$ cat src/rtl/bpg_pkg.sv
// bpg_pkg: shared types, constants and register indexes for the button gesture classifier
// no dependencies
`default_nettype none

package bpg_pkg;

   localparam int TIME_WIDTH = 32;
   localparam int NOW_WIDTH  = 32;
   localparam int HOLD_WIDTH = 16;
   localparam int MODE_WIDTH = 2;
   localparam int CSR_INDEX_WIDTH = 2;

   localparam logic [MODE_WIDTH-1:0] MODE_SHORT = 2'd0;
   localparam logic [MODE_WIDTH-1:0] MODE_LONG  = 2'd1;
   localparam logic [MODE_WIDTH-1:0] MODE_HOLD  = 2'd2;

   localparam logic [CSR_INDEX_WIDTH-1:0] CSR_GESTURE_MODE = 2'd0;
   localparam logic [CSR_INDEX_WIDTH-1:0] CSR_HOLD_TIME    = 2'd1;

   localparam logic [HOLD_WIDTH-1:0] HOLD_TIME_RESET = 16'd666;

   typedef struct packed {
      logic [MODE_WIDTH-1:0] gesture_mode;
      logic [HOLD_WIDTH-1:0] hold_time_ms;
   } cfg_type;

   typedef struct packed {
      logic                 pressed_sample;
      logic                 sample_valid;
      logic [NOW_WIDTH-1:0] now_ms;
   } item_type;

   typedef struct packed {
      logic gesture_active;
      logic button_value;
      logic on_activate;
      logic on_deactivate;
      logic previous_value;
   } result_type;

endpackage

`default_nettype wire

$ cat src/rtl/bpg_csr.sv
// bpg_csr: configuration registers, gesture mode and hold threshold
// depends on bpg_pkg
`default_nettype none

module bpg_csr (
   input  wire logic                                clock,
   input  wire logic                                reset,
   input  wire logic                                csr_valid,
   output logic                                     csr_ready,
   input  wire logic [bpg_pkg::CSR_INDEX_WIDTH-1:0] csr_index,
   input  wire logic [bpg_pkg::HOLD_WIDTH-1:0]      csr_data,
   output bpg_pkg::cfg_type                         cfg
);

   bpg_pkg::cfg_type cfg_ff;

   // no transfer while reset holds the registers
   assign csr_ready = !reset;
   assign cfg       = cfg_ff;

   always_ff @(posedge clock) begin
      if (reset) begin
         cfg_ff.gesture_mode <= bpg_pkg::MODE_SHORT;
         cfg_ff.hold_time_ms <= bpg_pkg::HOLD_TIME_RESET;
      end else if (csr_valid) begin
         case (csr_index)
            bpg_pkg::CSR_GESTURE_MODE: begin
               cfg_ff.gesture_mode <= csr_data[bpg_pkg::MODE_WIDTH-1:0];
            end
            bpg_pkg::CSR_HOLD_TIME: begin
               cfg_ff.hold_time_ms <= csr_data;
            end
            default: begin
               // writes beyond the register list are dropped
            end
         endcase
      end
   end

endmodule

`default_nettype wire

$ cat src/rtl/bpg_in_reg.sv
// bpg_in_reg: input register for one button poll
// depends on bpg_pkg
`default_nettype none

module bpg_in_reg (
   input  wire logic                          clock,
   input  wire logic                          reset,
   input  wire logic                          req_valid,
   output logic                               req_ready,
   input  wire logic                          req_pressed_sample,
   input  wire logic                          req_sample_valid,
   input  wire logic [bpg_pkg::NOW_WIDTH-1:0] req_now_ms,
   input  wire logic                          take,
   output logic                               item_valid,
   output bpg_pkg::item_type                  item
);

   logic              valid_ff;
   logic              valid_in;
   bpg_pkg::item_type item_ff;

   // accept when empty or when the held poll moves on this cycle, never in reset
   assign req_ready  = !reset && (!valid_ff || take);
   assign valid_in   = req_valid || (valid_ff && !take);
   assign item_valid = valid_ff;
   assign item       = item_ff;

   always_ff @(posedge clock) begin
      if (reset) begin
         valid_ff <= 1'b0;
      end else begin
         valid_ff <= req_ready ? req_valid : valid_in;
      end
   end

   always_ff @(posedge clock) begin
      if (req_valid && req_ready) begin
         item_ff.pressed_sample <= req_pressed_sample;
         item_ff.sample_valid   <= req_sample_valid;
         item_ff.now_ms         <= req_now_ms;
      end
   end

endmodule

`default_nettype wire

$ cat src/rtl/bpg_classify.sv
// bpg_classify: gesture state, classification logic and result register
// depends on bpg_pkg
`default_nettype none

module bpg_classify (
   input  wire logic               clock,
   input  wire logic               reset,
   input  wire bpg_pkg::cfg_type   cfg,
   input  wire logic               item_valid,
   input  wire bpg_pkg::item_type  item,
   output logic                    take,
   output logic                    rsp_valid,
   input  wire logic               rsp_ready,
   output bpg_pkg::result_type     result
);

   logic                            pressed_ff;
   logic [bpg_pkg::TIME_WIDTH-1:0]  start_ff;
   logic                            fired_ff;
   logic                            active_ff;
   logic                            value_ff;
   logic                            rsp_valid_ff;
   bpg_pkg::result_type             result_ff;

   logic                            pressed_in;
   logic [bpg_pkg::TIME_WIDTH-1:0]  start_in;
   logic                            fired_in;
   logic                            active_in;
   logic                            value_in;
   logic                            rsp_valid_in;

   logic                            changed;
   logic                            press_edge;
   logic [bpg_pkg::TIME_WIDTH-1:0]  now_t;
   logic [bpg_pkg::TIME_WIDTH-1:0]  elapsed;
   logic                            below_hold;

   assign take = item_valid && (!rsp_valid_ff || rsp_ready);

   always_comb begin
      pressed_in = item.sample_valid ? item.pressed_sample : pressed_ff;
      changed    = pressed_in != pressed_ff;
      press_edge = changed && pressed_in;
      now_t      = item.now_ms[bpg_pkg::TIME_WIDTH-1:0];
      start_in   = press_edge ? now_t : start_ff;
      fired_in   = press_edge ? 1'b0 : fired_ff;
      // wrapping difference, threshold zero-extended
      elapsed    = now_t - start_in;
      below_hold = elapsed < bpg_pkg::TIME_WIDTH'(cfg.hold_time_ms);
      active_in  = 1'b0;
      value_in   = value_ff;
      case (cfg.gesture_mode)
         bpg_pkg::MODE_SHORT: begin
            active_in = changed && !pressed_in && below_hold;
            value_in  = pressed_in;
         end
         bpg_pkg::MODE_LONG: begin
            if (pressed_in && !fired_in && !below_hold) begin
               active_in = 1'b1;
               fired_in  = 1'b1;
               value_in  = 1'b1;
            end
            if (changed && !pressed_in) begin
               value_in = 1'b0;
            end
         end
         default: begin
            // hold, and the unused code behaves as hold
            active_in = pressed_in;
            value_in  = pressed_in;
         end
      endcase
      rsp_valid_in = take || (rsp_valid_ff && !rsp_ready);
   end

   always_ff @(posedge clock) begin
      if (reset) begin
         pressed_ff   <= 1'b0;
         start_ff     <= '0;
         fired_ff     <= 1'b0;
         active_ff    <= 1'b0;
         value_ff     <= 1'b0;
         rsp_valid_ff <= 1'b0;
      end else begin
         rsp_valid_ff <= rsp_valid_in;
         if (take) begin
            pressed_ff <= pressed_in;
            start_ff   <= start_in;
            fired_ff   <= fired_in;
            active_ff  <= active_in;
            value_ff   <= value_in;
         end
      end
   end

   always_ff @(posedge clock) begin
      if (take) begin
         result_ff.gesture_active <= active_in;
         result_ff.button_value   <= value_in;
         result_ff.on_activate    <= !active_ff && active_in;
         result_ff.on_deactivate  <= active_ff && !active_in;
         result_ff.previous_value <= value_ff;
      end
   end

   assign rsp_valid = rsp_valid_ff;
   assign result    = result_ff;

endmodule

`default_nettype wire

$ cat src/rtl/button_press_gesture_classifier_top.sv
// button_press_gesture_classifier_top: short press, long press and hold detector
// depends on bpg_pkg, bpg_csr, bpg_in_reg, bpg_classify
//
//   channel   direction  handshake              payload
//   req       in         req_valid/req_ready    pressed_sample, sample_valid, now_ms
//   rsp       out        rsp_valid/rsp_ready    gesture_active, button_value,
//                                               on_activate, on_deactivate, previous_value
//   csr       in         csr_valid/csr_ready    csr_index, csr_data
//
// one poll per cycle sustained while rsp_ready stays high; rsp_valid rises once the req transfer
// has passed the input register, then classification into the result register
// the result register holds while rsp_ready is low and the input register takes
// one more poll behind it; req_ready drops only when both are full
// synchronous reset clears the gesture state, mode to short press, threshold to 666 ms
// req_ready and csr_ready are low during reset; csr_ready is high otherwise
`default_nettype none

module button_press_gesture_classifier_top (
   input  wire logic                                clock,
   input  wire logic                                reset,
   input  wire logic                                req_valid,
   output logic                                     req_ready,
   input  wire logic                                req_pressed_sample,
   input  wire logic                                req_sample_valid,
   input  wire logic [bpg_pkg::NOW_WIDTH-1:0]       req_now_ms,
   output logic                                     rsp_valid,
   input  wire logic                                rsp_ready,
   output logic                                     rsp_gesture_active,
   output logic                                     rsp_button_value,
   output logic                                     rsp_on_activate,
   output logic                                     rsp_on_deactivate,
   output logic                                     rsp_previous_value,
   input  wire logic                                csr_valid,
   output logic                                     csr_ready,
   input  wire logic [bpg_pkg::CSR_INDEX_WIDTH-1:0] csr_index,
   input  wire logic [bpg_pkg::HOLD_WIDTH-1:0]      csr_data
);

   bpg_pkg::cfg_type    cfg;
   bpg_pkg::item_type   item;
   bpg_pkg::result_type result;
   logic                item_valid;
   logic                take;

   bpg_csr u_csr (
      .clock     (clock),
      .reset     (reset),
      .csr_valid (csr_valid),
      .csr_ready (csr_ready),
      .csr_index (csr_index),
      .csr_data  (csr_data),
      .cfg       (cfg)
   );

   bpg_in_reg u_in_reg (
      .clock              (clock),
      .reset              (reset),
      .req_valid          (req_valid),
      .req_ready          (req_ready),
      .req_pressed_sample (req_pressed_sample),
      .req_sample_valid   (req_sample_valid),
      .req_now_ms         (req_now_ms),
      .take               (take),
      .item_valid         (item_valid),
      .item               (item)
   );

   bpg_classify u_classify (
      .clock      (clock),
      .reset      (reset),
      .cfg        (cfg),
      .item_valid (item_valid),
      .item       (item),
      .take       (take),
      .rsp_valid  (rsp_valid),
      .rsp_ready  (rsp_ready),
      .result     (result)
   );

   assign rsp_gesture_active = result.gesture_active;
   assign rsp_button_value   = result.button_value;
   assign rsp_on_activate    = result.on_activate;
   assign rsp_on_deactivate  = result.on_deactivate;
   assign rsp_previous_value = result.previous_value;

endmodule

`default_nettype wire

$ cat config.mk
export PLATFORM = sky130hd
export DESIGN_NAME = button_press_gesture_classifier_top
export DESIGN_NICKNAME = d
export VERILOG_FILES = /design/src/rtl/bpg_pkg.sv /design/src/rtl/bpg_csr.sv /design/src/rtl/bpg_in_reg.sv /design/src/rtl/bpg_classify.sv /design/src/rtl/button_press_gesture_classifier_top.sv
export SDC_FILE = /design/constraint.sdc
export NUM_CORES = 1
export LEC_CHECK = 0
export ABC_AREA = 1
export BUFFER_PORTS_ARGS = -buffer_cell sky130_fd_sc_hd__buf_4
export CAP_MARGIN = 20
export CORE_AREA = 2 2 151 116
export DETAILED_ROUTE_END_ITERATION = 6
export DIE_AREA = 0 0 153 118
export SLEW_MARGIN = 30
export SYNTH_ARGS = -nofsm -noshare
export SYNTH_HDL_FRONTEND = slang
export SYNTH_HIERARCHICAL = 1
export SYNTH_SLANG_ARGS = --single-unit
$ cat constraint.sdc
create_clock -name clock -period 5.2 [get_ports clock]
set_input_delay 1.04 -clock clock [delete_from_list [all_inputs] [get_ports clock]]
set_output_delay 1.04 -clock clock [all_outputs]
set_load 0.01 [all_outputs]
## Word-level counts from Yosys, hierarchy flattened

Index checks and enable logic that the tools add are counted.

| storage, ports and cells | value |
|---|---|
| word-level logic and storage cells | 63 |
| flip-flop bits (word level) | 95 |
| input port bits | 57 |
| output and inout bits | 8 |

| cells by class | value |
|---|---|
| reduce and logical (&&, ||, !) cells | 30 |
| order comparisons | 1 |
| add/sub/neg operators | 1 |
| equality and inequality tests | 3 |
| mux-type cells | 11 |

Operators by type and width:

| kind | number |
|---|---|
| $lt 32x16->1 | 1 |
| $mux 32 | 1 |
| $sub 32x32->32 | 1 |
| $logic_and 1x1->1 | 12 |
| $logic_not 1->1 | 10 |
| $mux 1 | 9 |
| $eq 2x1->1 const B | 2 |
| $logic_not 2->1 | 2 |
| $logic_or 1x1->1 | 4 |
| $reduce_and 2->1 | 2 |
| $pmux 1 s2 | 1 |
| $ne 1x1->1 | 1 |

## Logic depth before layout (Yosys ltp)

Gate-level depths: netlist of the first run.

| logic depth | value |
|---|---|
| depth after elaboration | 12 |
| depth in mapped cells | 36 |
| depth with buffers taken out | 33 |

## Modules after synthesis

The synthesis of the first run kept the hierarchy.

Modules (own cells, without submodules):

| module | times used | seq. area each (µm²) | area an instance (µm²) | cells each |
|---|---|---|---|---|
| bpg_classify | 1 | 890.9 | 4685.7 | 795 |
| bpg_in_reg | 1 | 1041.0 | 1079.8 | 43 |
| bpg_csr | 1 | 360.3 | 765.7 | 107 |

## Worst setup path after synthesis of the first run

No wires, ideal clock.

| timing | value |
|---|---|
| path type | register to register |
| from | register u_in_reg.item_ff, in the netlist u_in_reg/item[32] |
| to | register u_classify.result_ff, in the netlist u_classify/result[1], data pin |
| arrival | 3.799 ns |
| clock period less this slack | 4.050 ns |
| library setup time | 0.251 ns |
| path buffers | 3 |
| cell stages (with the launch flop) | 34 |
| data required time | 4.949 ns |
| setup slack | 1.150 ns |
| path through | edfxtp_1 > nand3_4 > buf_8 > buf_8 > clkbuf_1 > nand2_1 > o21ai_0 > ha_1 > inv_1 > ha_1 > inv_1 > nand2_1 > nand2_1 > nand2_2 > nand2_1 > nand2_2 > nand2_1 > nand2_2 > xor2_1 > ha_1 > nand2_1 > nor2_1 > a211oi_1 > o21ai_0 > a21oi_1 > nand3_1 > nor2_1 > nand3_1 > nor2_2 > nand2_2 > o21bai_2 > inv_2 > nand2_1 > nor2_1 |

| on the way | value |
|---|---|
| longest elaborated chain between the ends | 12 |
| elaborated cells on any way between the ends | 18 |
| those cells by class | add/sub: 1; order compare: 1; eq/ne: 1; mux: 5; reduce/logical: 10 |

RTL lines:

| element | line | RTL |
|---|---|---|
| from (decl) | bpg_in_reg.sv:20 | `bpg_pkg::item_type item_ff;` |
| $mux 1 * | bpg_classify.sv:41 | `pressed_in = item.sample_valid ? item.pressed_sample : pressed_ff;` |
| $ne 1x1->1 | bpg_classify.sv:42 | `changed = pressed_in != pressed_ff;` |
| $logic_and 1x1->1 * | bpg_classify.sv:43 | `press_edge = changed && pressed_in;` |
| $mux 32 * | bpg_classify.sv:45 | `start_in = press_edge ? now_t : start_ff;` |
| named net u_classify.start_in (one bit) | bpg_classify.sv:26 | `logic [bpg_pkg::TIME_WIDTH-1:0] start_in;` |
| $sub 32x32->32 * | bpg_classify.sv:48 | `elapsed = now_t - start_in;` |
| $lt 32x16->1 * | bpg_classify.sv:49 | `below_hold = elapsed < bpg_pkg::TIME_WIDTH'(cfg.hold_time_ms);` |
| $logic_not 1->1 | bpg_classify.sv:58 | `if (pressed_in && !fired_in && !below_hold) begin` |
| $logic_and 1x1->1 | bpg_classify.sv:58 |  |
| $mux 1 | bpg_classify.sv:58 |  |
| $pmux 1 s2 * | bpg_classify.sv:52 | `case (cfg.gesture_mode)` |
| named net u_classify.active_in | bpg_classify.sv:28 | `logic active_in;` |
| $logic_not 1->1 * | bpg_classify.sv:101 | `result_ff.on_deactivate <= active_ff && !active_in;` |
| $logic_and 1x1->1 * | bpg_classify.sv:101 |  |
| to (decl) | bpg_classify.sv:23 | `bpg_pkg::result_type result_ff;` |

The timed path passes the listed nets; every way through them passes the cells marked *.
A chain may end at the register's enable or synchronous reset.

## Final worst setup path of the first run

| timing | value |
|---|---|
| from | register u_classify.pressed_ff |
| to | register u_classify.result_ff, in the netlist u_classify/result[1], data pin |

| on the way | value |
|---|---|
| longest elaborated chain between the ends | 12 |
| elaborated cells on any way between the ends | 18 |
| those cells by class | add/sub: 1; order compare: 1; eq/ne: 1; mux: 5; reduce/logical: 10 |

RTL lines:

| element | line | RTL |
|---|---|---|
| from (decl) | bpg_classify.sv:17 | `logic pressed_ff;` |
| from (signal assigned) | bpg_classify.sv:87 | `pressed_ff <= pressed_in;` |
| $mux 1 | bpg_classify.sv:41 |  |
| $ne 1x1->1 | bpg_classify.sv:42 |  |
| $logic_and 1x1->1 | bpg_classify.sv:43 |  |
| $mux 32 | bpg_classify.sv:45 |  |
| $sub 32x32->32 | bpg_classify.sv:48 |  |
| $lt 32x16->1 | bpg_classify.sv:49 |  |
| $logic_not 1->1 | bpg_classify.sv:58 |  |
| $logic_and 1x1->1 | bpg_classify.sv:58 |  |
| $mux 1 | bpg_classify.sv:58 |  |
| $pmux 1 s2 * | bpg_classify.sv:52 |  |
| named net u_classify.active_in | bpg_classify.sv:28 |  |
| $logic_not 1->1 * | bpg_classify.sv:101 |  |
| $logic_and 1x1->1 * | bpg_classify.sv:101 |  |

Marked as above.

==> metrics.csv, run 1 <==
metric;value;unit
clkTransAtPathRegs;0.07;ns
synth_nets;1038;
antennaDiodeCount;0;
min_path_type;flip-flop to flip-flop;
vias_per_cell;4.750;
cp_slowest_cell;inv_1;
antenna_found_initial;0;
finalSetupTns;0;ns
min_period_over_period;87.39;%
placement_rows;41;
ys_seq_elements;95;
core_area;16570;um2
drv_cap;0;
drt-total-wl;16200;um
p_seq_share;41.8;%
die_area;18050;um2
met2_usage;25.87;%
power.internal;1343;uW
synth_edf_count;39;
htree_levels;3;
instances_no_fill;1223;
hold_buffers;0;
synth_top_cell_area_share;17.93;%
hold_viol;0;
yosysWarnings;6;
numPortBuffers;64;
ctsResizeCount;0;
dp_hpwl;12780;um
grt_pass1_wl;27060;um
use_met1;29.00;%
leakagePower;0.003803;uW
p_clk_share;33.3;%
drt_iter0_drc;434;
area_growth;14.75;%
post_cts_buffers;0;
grt_max_degree;40;
synth.distinct_cells;44;
netlist_area;6531;um2
cts_max_path_buffers;2;
worst_slack;0.6556;ns
drc_errors;0;
synth_area_per_cell;6.911;um2
grt_overflow;0;
cp_slowest_stage_delay;0.50;ns
fp.dieW;153;um
max_freq;0.2201;GHz
boundaryPins;65;
die_y;118;um
cp_max_fo;26;
fin_skew;0.01138;ns
crit_start;u_classify/pressed_ff;
initial_core_util;39.42;%
grt_usage;18.71;%
power_per_cell_area;266.3;nW/um2
end_kind;flip-flop;
status;finished clean;
clk_latency;0.36;ns
cts_buffers;9;
switching_share;32.74;%
tightestPinTransition;0.7450;ns
dr.pass1.iters;5;
met3_usage;3.903;%
cp.required;5.33;ns
worstPathArrival;4.67;ns
yosysMostFrequentCell;nand2_1;
stdcell_area;7495;um2
cts_root_buf;clkbuf_16;
placed_area;7206;um2
start_kind;flip-flop;
grt_pass1_vias;5324;
ys.flop_type;dfxtp_1;
worstHoldStart;u_classify/value_ff;
synth_area_leaders;edfxtp_1, dfxtp_1, nand2_1, inv_1, ha_1;
r2r_start;u_classify/pressed_ff;
ant_nets;0;
nets;1096;
cts_tree;yes;
post-route-min-period;4.544;ns
slew_violations;0;
gp_congestion;0.8849;
ys_seq_area_share;35.10;%
p_comb_share;24.9;%
peakVddDrop;0.1386;mV
busiest_layer;met1;
crit_top_cell;nor2_1;
p_switching;653.5;uW
cts.sinks;95;
synth.largest_area_cell;edfxtp_1;
vias;5809;
dp_cells;1207;
synthesis.instances;945;
async_flop_share;0;%
drive_above_1_share;13.39;%
finalSetupViolations;0;
wl_per_cell;13.24;um
slew_headroom;50.28;%
crit_type;flip-flop to flip-flop;
dp_slack;0.6268;ns
netlist_top_cells_count;nand2_1, inv_1, nor2_1, a21oi_1;
rsz0062_at_grt;no;
[cells in the final DEF (no fill, tap or decap), drive strengths merged, types with 36 or more instances in the layout]
cell,count
buf,68
dfxtp,56
a21oi,70
o21ai,59
nor2,109
edfxtp,39
inv,184
nand3,59
nand2,234
ha,36
[stage by stage]
step | util [%] | total power (uW) | hold slack (ns)
finish | 45.23 | 1996 | 0.4455
global route | 45.23 | 2123 | 0.4753
CTS | 45.23 | 2019 | 0.4509
detailed placement | 43.49 | 1344 | 0.4321
global placement | 43.32 | 1338 | 0.4352
floorplan | - | 1202 | 0.4082
[layout make-up]
type                    instances  area, um2
inverters                     182      683.2
clock buffers                  10      229.0
clock inverters                 6      60.06
multi-input cells             647       3431
flip-flops and latches         95       2292
fillers                      1704       9075
repair buffers                 68      530.5
well taps                     215      269.0
[power groups by stage]
stage | Clock, uW | Sequential (uW) | Combinational, uW
final | 665 | 834 | 497
after floorplan | 0 | 846 | 357
after detailed placement | 0 | 851 | 493
after CTS | 690 | 834 | 495
after global placement | 0 | 851 | 488
after global routing | 715 | 838 | 570
[registers in the layout, summed over array words and instances, names as in the netlist]
name and cells:
u_in_reg/item 34, u_classify/rsp_valid 1, u_classify/value_ff 1, u_classify/pressed_ff 1, u_classify/fired_ff 1, u_classify/start_ff 32, u_classify/active_ff 1, u_in_reg/item_valid 1
u_classify/result 5, u_csr/cfg 18
[per-layer routing]
| metal | part of all wire (%) | up-vias |
|---|---|---|
| met5 | 0 | - |
| met4 | 1.1 | 0 |
| met3 | 5.2 | 13 |
| met2 | 38 | 120 |
| met1 | 55 | 2529 |
| li1 | - | 3147 |
[path summary, 6_finish.rpt]
path                          end  slack [ns]  cells after the start
max          u_classify/result[1]        0.66                     27
min          u_classify/result[0]        0.45                      0
max reg2reg  u_classify/result[1]        0.66                     27
min reg2reg  u_classify/result[0]        0.45                      0
[worst max-delay path: cells and delay by family, from the launching register on]
family | cells | cell delay [ns]
compound gates | 6 | 0.84
simple gates | 14 | 1.55
xor+xnor | 1 | 0.18
buf+inv | 4 | 0.74
fa+ha+maj | 2 | 0.67
flops | 1 | 0.33
[logic make-up (layout without fill, tap and decap cells)]
logic type      count (synthesis)  count (layout)  synth area share, %
compound gates                144             144                11.78
xor+xnor                       14              14                1.877
simple gates                  444             444                30.48
fa+ha+maj                      36              36                6.897
mux                             9               9                1.379
buf+inv                       203             266                12.49
flops                          95              95                35.10
Note: power is estimated with default switching activity, not from simulation.
==> run 2, diff against run 1 <==
--- a/config.mk
+++ b/config.mk
@@ -11,6 +11,7 @@
 export CORE_AREA = 2 2 151 116
 export DETAILED_ROUTE_END_ITERATION = 6
 export DIE_AREA = 0 0 153 118
+export PLACE_DENSITY = 0.56
 export SLEW_MARGIN = 30
 export SYNTH_ARGS = -nofsm -noshare
 export SYNTH_HDL_FRONTEND = slang
==> run 2 against run 1 <==
Effect of this change:
- utilization grew 0.061 points
- critical endpoint unchanged
- sequential power is essentially flat
- maximum frequency grew 0.73%
- critical path depth is the same
- critical path type unchanged
- non-clock buffer count is the same
- wire length shrank 1.5%
- sequential cell count is the same
- cell area grew 0.13%
- largest cell class unchanged
- register-to-register slack gained 0.03 ns
- hold slack gained 0.021 ns
- final cell count is the same
==> metrics.csv, run 2 (same netlist as run 1, synthesis figures left out) <==
metric;value;unit;change
status;finished clean;;
drv_cap;0;;unchanged
fin_skew;0.01105;ns;-0.0003306 ns
vias_per_cell;4.709;;-0.86%
max_freq;0.2217;GHz;+0.73%
drt-total-wl;15960;um;-1.5%
vias;5759;;-0.86%
tightestPinTransition;0.6521;ns;-0.09282 ns
post_cts_buffers;0;;unchanged
drive_above_1_share;13.49;%;+0.099 points
hold_viol;0;;unchanged
cp_top_family;simple AND/OR/NAND/NOR gates;;
drt_iter0_drc;414;;-4.6%
grt_pass1_wl;27080;um;about the same
grt_pass1_vias;5467;;+2.7%
power_per_cell_area;266.6;nW/um2;+0.10%
crit_type;flip-flop to flip-flop;;
crit_top_cell;nor2_1;;
cp.required;5.32;ns;about the same
min_path_type;flip-flop to flip-flop;;
dp_hpwl;12730;um;-0.43%
boundaryPins;65;;unchanged
cp_slowest_stage_delay;0.47;ns;-0.03 ns
htree_levels;3;;unchanged
layout_common_cells;nand2_1, inv_1, nor2_1;;
cp_slowest_cell;inv_1;;
die_area;18050;um2;unchanged
numPortBuffers;64;;unchanged
ant_nets;0;;unchanged
hold_buffers;0;;unchanged
cts_max_path_buffers;2;;unchanged
finalSetupViolations;0;;unchanged
clkTransAtPathRegs;0.08;ns;about the same
grt_overflow;0;;unchanged
start_kind;flip-flop;;
end_kind;flip-flop;;
rsz0062_at_grt;no;;
die_y;118;um;unchanged
peakVddDrop;0.1325;mV;-4.4%
area_growth;14.90;%;
antenna_found_initial;0;;unchanged
fp.dieW;153;um;unchanged
grt_max_degree;56;;+40%
path_buf_inv;4;;unchanged
gp_congestion;0.8917;;+0.77%
nets;1096;;unchanged
clk_latency;0.36;ns;about the same
cts_buffers;9;;unchanged
finalSetupTns;0;ns;unchanged
wl_per_cell;13.05;um;-1.5%
placed_area;7206;um2;unchanged
largest_register_ffs;34;;unchanged
ctsResizeCount;0;;unchanged
post-route-min-period;4.512;ns;-0.03283 ns
dr.pass1.iters;5;;unchanged
min_period_over_period;86.76;%;-0.63 points
final_common_cell;nand2_1;;
leakagePower;0.003808;uW;+0.15%
slew_violations;0;;unchanged
cts.sinks;95;;unchanged
worstPathArrival;4.63;ns;-0.04 ns
core_area;16570;um2;unchanged
grt_usage;18.55;%;-0.16 points
slew_headroom;56.25;%;+6.0 points
cp_max_fo;25;;-3.8%
initial_core_util;39.42;%;unchanged
cts_root_buf;clkbuf_16;;
antennaDiodeCount;0;;unchanged
cts_tree;yes;;
drc_errors;0;;unchanged
stdcell_area;7505;um2;+0.13%
placement_rows;41;;unchanged
-- run 2: changes by cell type in the layout (fill, tap and decap cells not counted) --
cell	change
clkbuf_1	-1
clkbuf_8	+1
clkinv_4	+1
inv_6	-1
-- run 2: worst paths after layout --
path,from,end,slack (ns),depth (start not counted)
worst max register to register,u_classify/pressed_ff,u_classify/result[1],0.69,27
worst min register to register,u_csr/cfg[9],u_csr/cfg[9],0.47,2
worst min-delay path,u_csr/cfg[9],u_csr/cfg[9],0.47,2
worst max-delay path,u_classify/pressed_ff,u_classify/result[1],0.69,27
-- run 2: per-stage QoR --
stage	total power, uW	util [%]	instances	setup slack, ns	hold slack [ns]
3_5_place_dp	1341	43.49	1207	0.6740	0.4398
5_1_grt	2134	45.29	1223	0.1970	0.4850
2_1_floorplan	1202	-	945	1.150	0.4082
3_3_place_gp	1339	43.32	1206	0.8120	0.4433
6_report	2001	45.29	1223	0.6885	0.4667
4_1_cts	2027	45.29	1223	0.6396	0.4654
-- run 2: power breakdown --
group	leakage, uW	total, uW	internal [uW]	switching [uW]
combinational	0.00284	493	190	302
clock	0.000149	674	351	323
sequential	0.000821	834	813	21.4
total	0.00381	2000	1350	647
-- run 2: worst min-delay path, stage by stage (launching register included) --
cell     delay, ns
dfxtp_1       0.34
nand2_1       0.05
nand3_1       0.05
-- run 2: metal layers --
| metal | vias to the layer above | wire length (um) | track usage (%) |
|---|---|---|---|
| met3 | 10 | 834 | 3.535 |
| met5 | - | 0 | 0 |
| met1 | 2474 | 8882 | 28.57 |
| met4 | 0 | 151 | 4.282 |
| li1 | 3138 | - | - |
| met2 | 137 | 6092 | 26.49 |
-- run 2: cell type report --
class,count,area [um2]
fillers,1732,9065
multi-input cells,647,3431
flip-flops and latches,95,2292
inverters,182,683.2
repair buffers,68,530.5
well taps,215,269.0
clock buffers,10,239.0
clock inverters,6,60.06
==> run 3, diff against run 2 <==
--- a/config.mk
+++ b/config.mk
@@ -11,6 +11,7 @@
 export CORE_AREA = 2 2 151 116
 export DETAILED_ROUTE_END_ITERATION = 6
 export DIE_AREA = 0 0 153 118
+export MAX_ROUTING_LAYER = met4
 export PLACE_DENSITY = 0.56
 export SLEW_MARGIN = 30
 export SYNTH_ARGS = -nofsm -noshare
==> constraint.sdc (replaced) <==
create_clock -name clock -period 5.67 [get_ports clock]
set_input_delay 1.134 -clock clock [delete_from_list [all_inputs] [get_ports clock]]
set_output_delay 1.134 -clock clock [all_outputs]
set_load 0.01 [all_outputs]
==> run 3 against run 2 <==
Effect of this change:
- sequential cell count unchanged
- non-clock buffer count unchanged
- worst setup slack improved by 0.21 ns
==> metrics.csv, run 3 (same netlist as run 1, synthesis figures left out) <==
metric;value;unit;change
status;finished clean;;
path_buf_inv;6;;+2
worstPathArrival;4.89;ns;+0.26 ns
clk_latency;0.36;ns;about the same
wl_per_cell;13.38;um;+2.6%
end_kind;flip-flop;;
cp.depth;29;;+7.4%
cp_top_family;simple AND/OR/NAND/NOR gates;;
dr.pass1.iters;5;;unchanged
p_seq_share;41.6;%;about the same
power.internal;1241;uW;-8.3%
drt-total-wl;16370;um;+2.6%
min_path_type;flip-flop to flip-flop;;
power_per_cell_area;244.7;nW/um2;-8.2%
grt_pass1_vias;5504;;+0.68%
clkTransAtPathRegs;0.07;ns;about the same
tightestPinTransition;0.6571;ns;+0.004923 ns
worstRegToRegCells;29;;+7.4%
numPortBuffers;64;;unchanged
fp.dieW;153;um;unchanged
dp_hpwl;13350;um;+4.9%
slew_headroom;55.92;%;-0.33 points
cts_buffers;9;;unchanged
grt_pass1_wl;27780;um;+2.6%
p_clk_share;33.2;%;-0.5 points
vias;5810;;+0.89%
grt_usage;19.69;%;+1.1 points
drc_errors;0;;unchanged
grt_overflow;0;;unchanged
area_growth;14.87;%;about the same
dp_slack;0.9265;ns;+0.2525 ns
cts_max_path_buffers;2;;unchanged
post_cts_buffers;0;;unchanged
cts_root_buf;clkbuf_16;;
cp_max_fo;21;;-16%
leakagePower;0.003807;uW;about the same
ant_nets;0;;unchanged
drt_iter0_drc;338;;-18%
finalSetupViolations;0;;unchanged
drv_cap;0;;unchanged
antenna_found_initial;0;;unchanged
placement_rows;41;;unchanged
gp_congestion;0.9552;;+7.1%
largest_register_ffs;34;;unchanged
r2r_slack;0.90;ns;+0.21 ns
fin_skew;0.01084;ns;-0.0002090 ns
p_comb_share;25.2;%;+0.6 points
hold_viol;0;;unchanged
core_area;16570;um2;unchanged
peakVddDrop;0.1506;mV;+14%
cts.sinks;95;;unchanged
vias_per_cell;4.751;;+0.89%
antennaDiodeCount;0;;unchanged
switching_share;32.40;%;+0.063 points
cp_slowest_cell;inv_1;;
final_common_cell;nand2_1;;
finalSetupTns;0;ns;unchanged
cp_slowest_stage_delay;0.47;ns;about the same
max_freq;0.2098;GHz;-5.4%
die_y;118;um;unchanged
crit_type;flip-flop to flip-flop;;
ctsResizeCount;0;;unchanged
boundaryPins;65;;unchanged
rr_endpoint;u_classify/result[1];;
r2r_start;u_classify/pressed_ff;;
die_area;18050;um2;unchanged
min_period_over_period;84.08;%;-2.7 points
cts_tree;yes;;
grt_max_degree;56;;unchanged
rsz0062_at_grt;no;;
post-route-min-period;4.767;ns;+0.2557 ns
hold_buffers;0;;unchanged
layout_common_cells;nand2_1, inv_1, nor2_1;;
nets;1096;;unchanged
drive_above_1_share;13.49;%;unchanged
cp-endpoint;u_classify/result[1];;
p_switching;594.9;uW;-8.1%
htree_levels;3;;unchanged
crit_start;u_classify/pressed_ff;;
worst_slack;0.9027;ns;+0.2143 ns
initial_core_util;39.42;%;unchanged
nFillCells;1716;;-0.92%
cp.required;5.80;ns;+0.48 ns
start_kind;flip-flop;;
slew_violations;0;;unchanged
[run 3: cell count changes in the layout (fill, tap and decap cells not counted)]
cell | previous run | this run
inv_6 | 0 | 2
clkinv_4 | 3 | 2
inv_8 | 3 | 2
[run 3: power by group through the flow]
stage,combinational [uW],sequential (uW),clock (uW)
floorplan,327,776,0
global placement,455,780,0
detailed placement,459,780,0
CTS,460,765,632
global route,531,769,663
finish,462,765,609
[run 3: worst min-delay path by stage]
stage                                   start                   end  slack (ns)  cells past startpoint
after floorplan           u_classify/value_ff  u_classify/result[0]        0.41                      0
after global placement    u_classify/value_ff  u_classify/result[0]        0.44                      0
after detailed placement  u_classify/value_ff  u_classify/result[0]        0.42                      0
after CTS                 u_classify/value_ff  u_classify/result[0]        0.45                      0
after global routing      u_classify/value_ff  u_classify/result[0]        0.47                      0
final                     u_classify/value_ff  u_classify/result[0]        0.46                      0
[run 3: layout make-up]
| class | instances | area, um2 | area share [%] |
|---|---|---|---|
| Timing Repair Buffer | 68 | 530.5 | 7.071 |
| Sequential cell | 95 | 2292 | 30.55 |
| Inverter | 182 | 683.2 | 9.106 |
| Clock buffer | 10 | 239.0 | 3.185 |
| Multi-Input combinational cell | 647 | 3431 | 45.73 |
| Clock inverter | 6 | 57.56 | 0.7672 |
| Tap cell | 215 | 269.0 | 3.586 |
[run 3: through the flow]
step | instances | utilization, % | cell area (um2) | hold WS (ns) | power [uW]
2_1_floorplan | 945 | - | 6531 | 0.4082 | 1102
3_3_place_gp | 1206 | 43.32 | 7178 | 0.4419 | 1235
3_5_place_dp | 1207 | 43.49 | 7206 | 0.4220 | 1238
4_1_cts | 1223 | 45.28 | 7502 | 0.4524 | 1856
5_1_grt | 1223 | 45.28 | 7502 | 0.4726 | 1962
6_report | 1223 | 45.28 | 7502 | 0.4557 | 1836
[run 3: metal layers]
| metal | GRT usage, % | wire [um] | vias up |
|---|---|---|---|
| met1 | 30.25 | 9151 | 2526 |
| li1 | - | - | 3138 |
| met3 | 4.087 | 943 | 12 |
| met2 | 26.04 | 6122 | 134 |
| met5 | - | 0 | - |
| met4 | 4.398 | 149 | 0 |
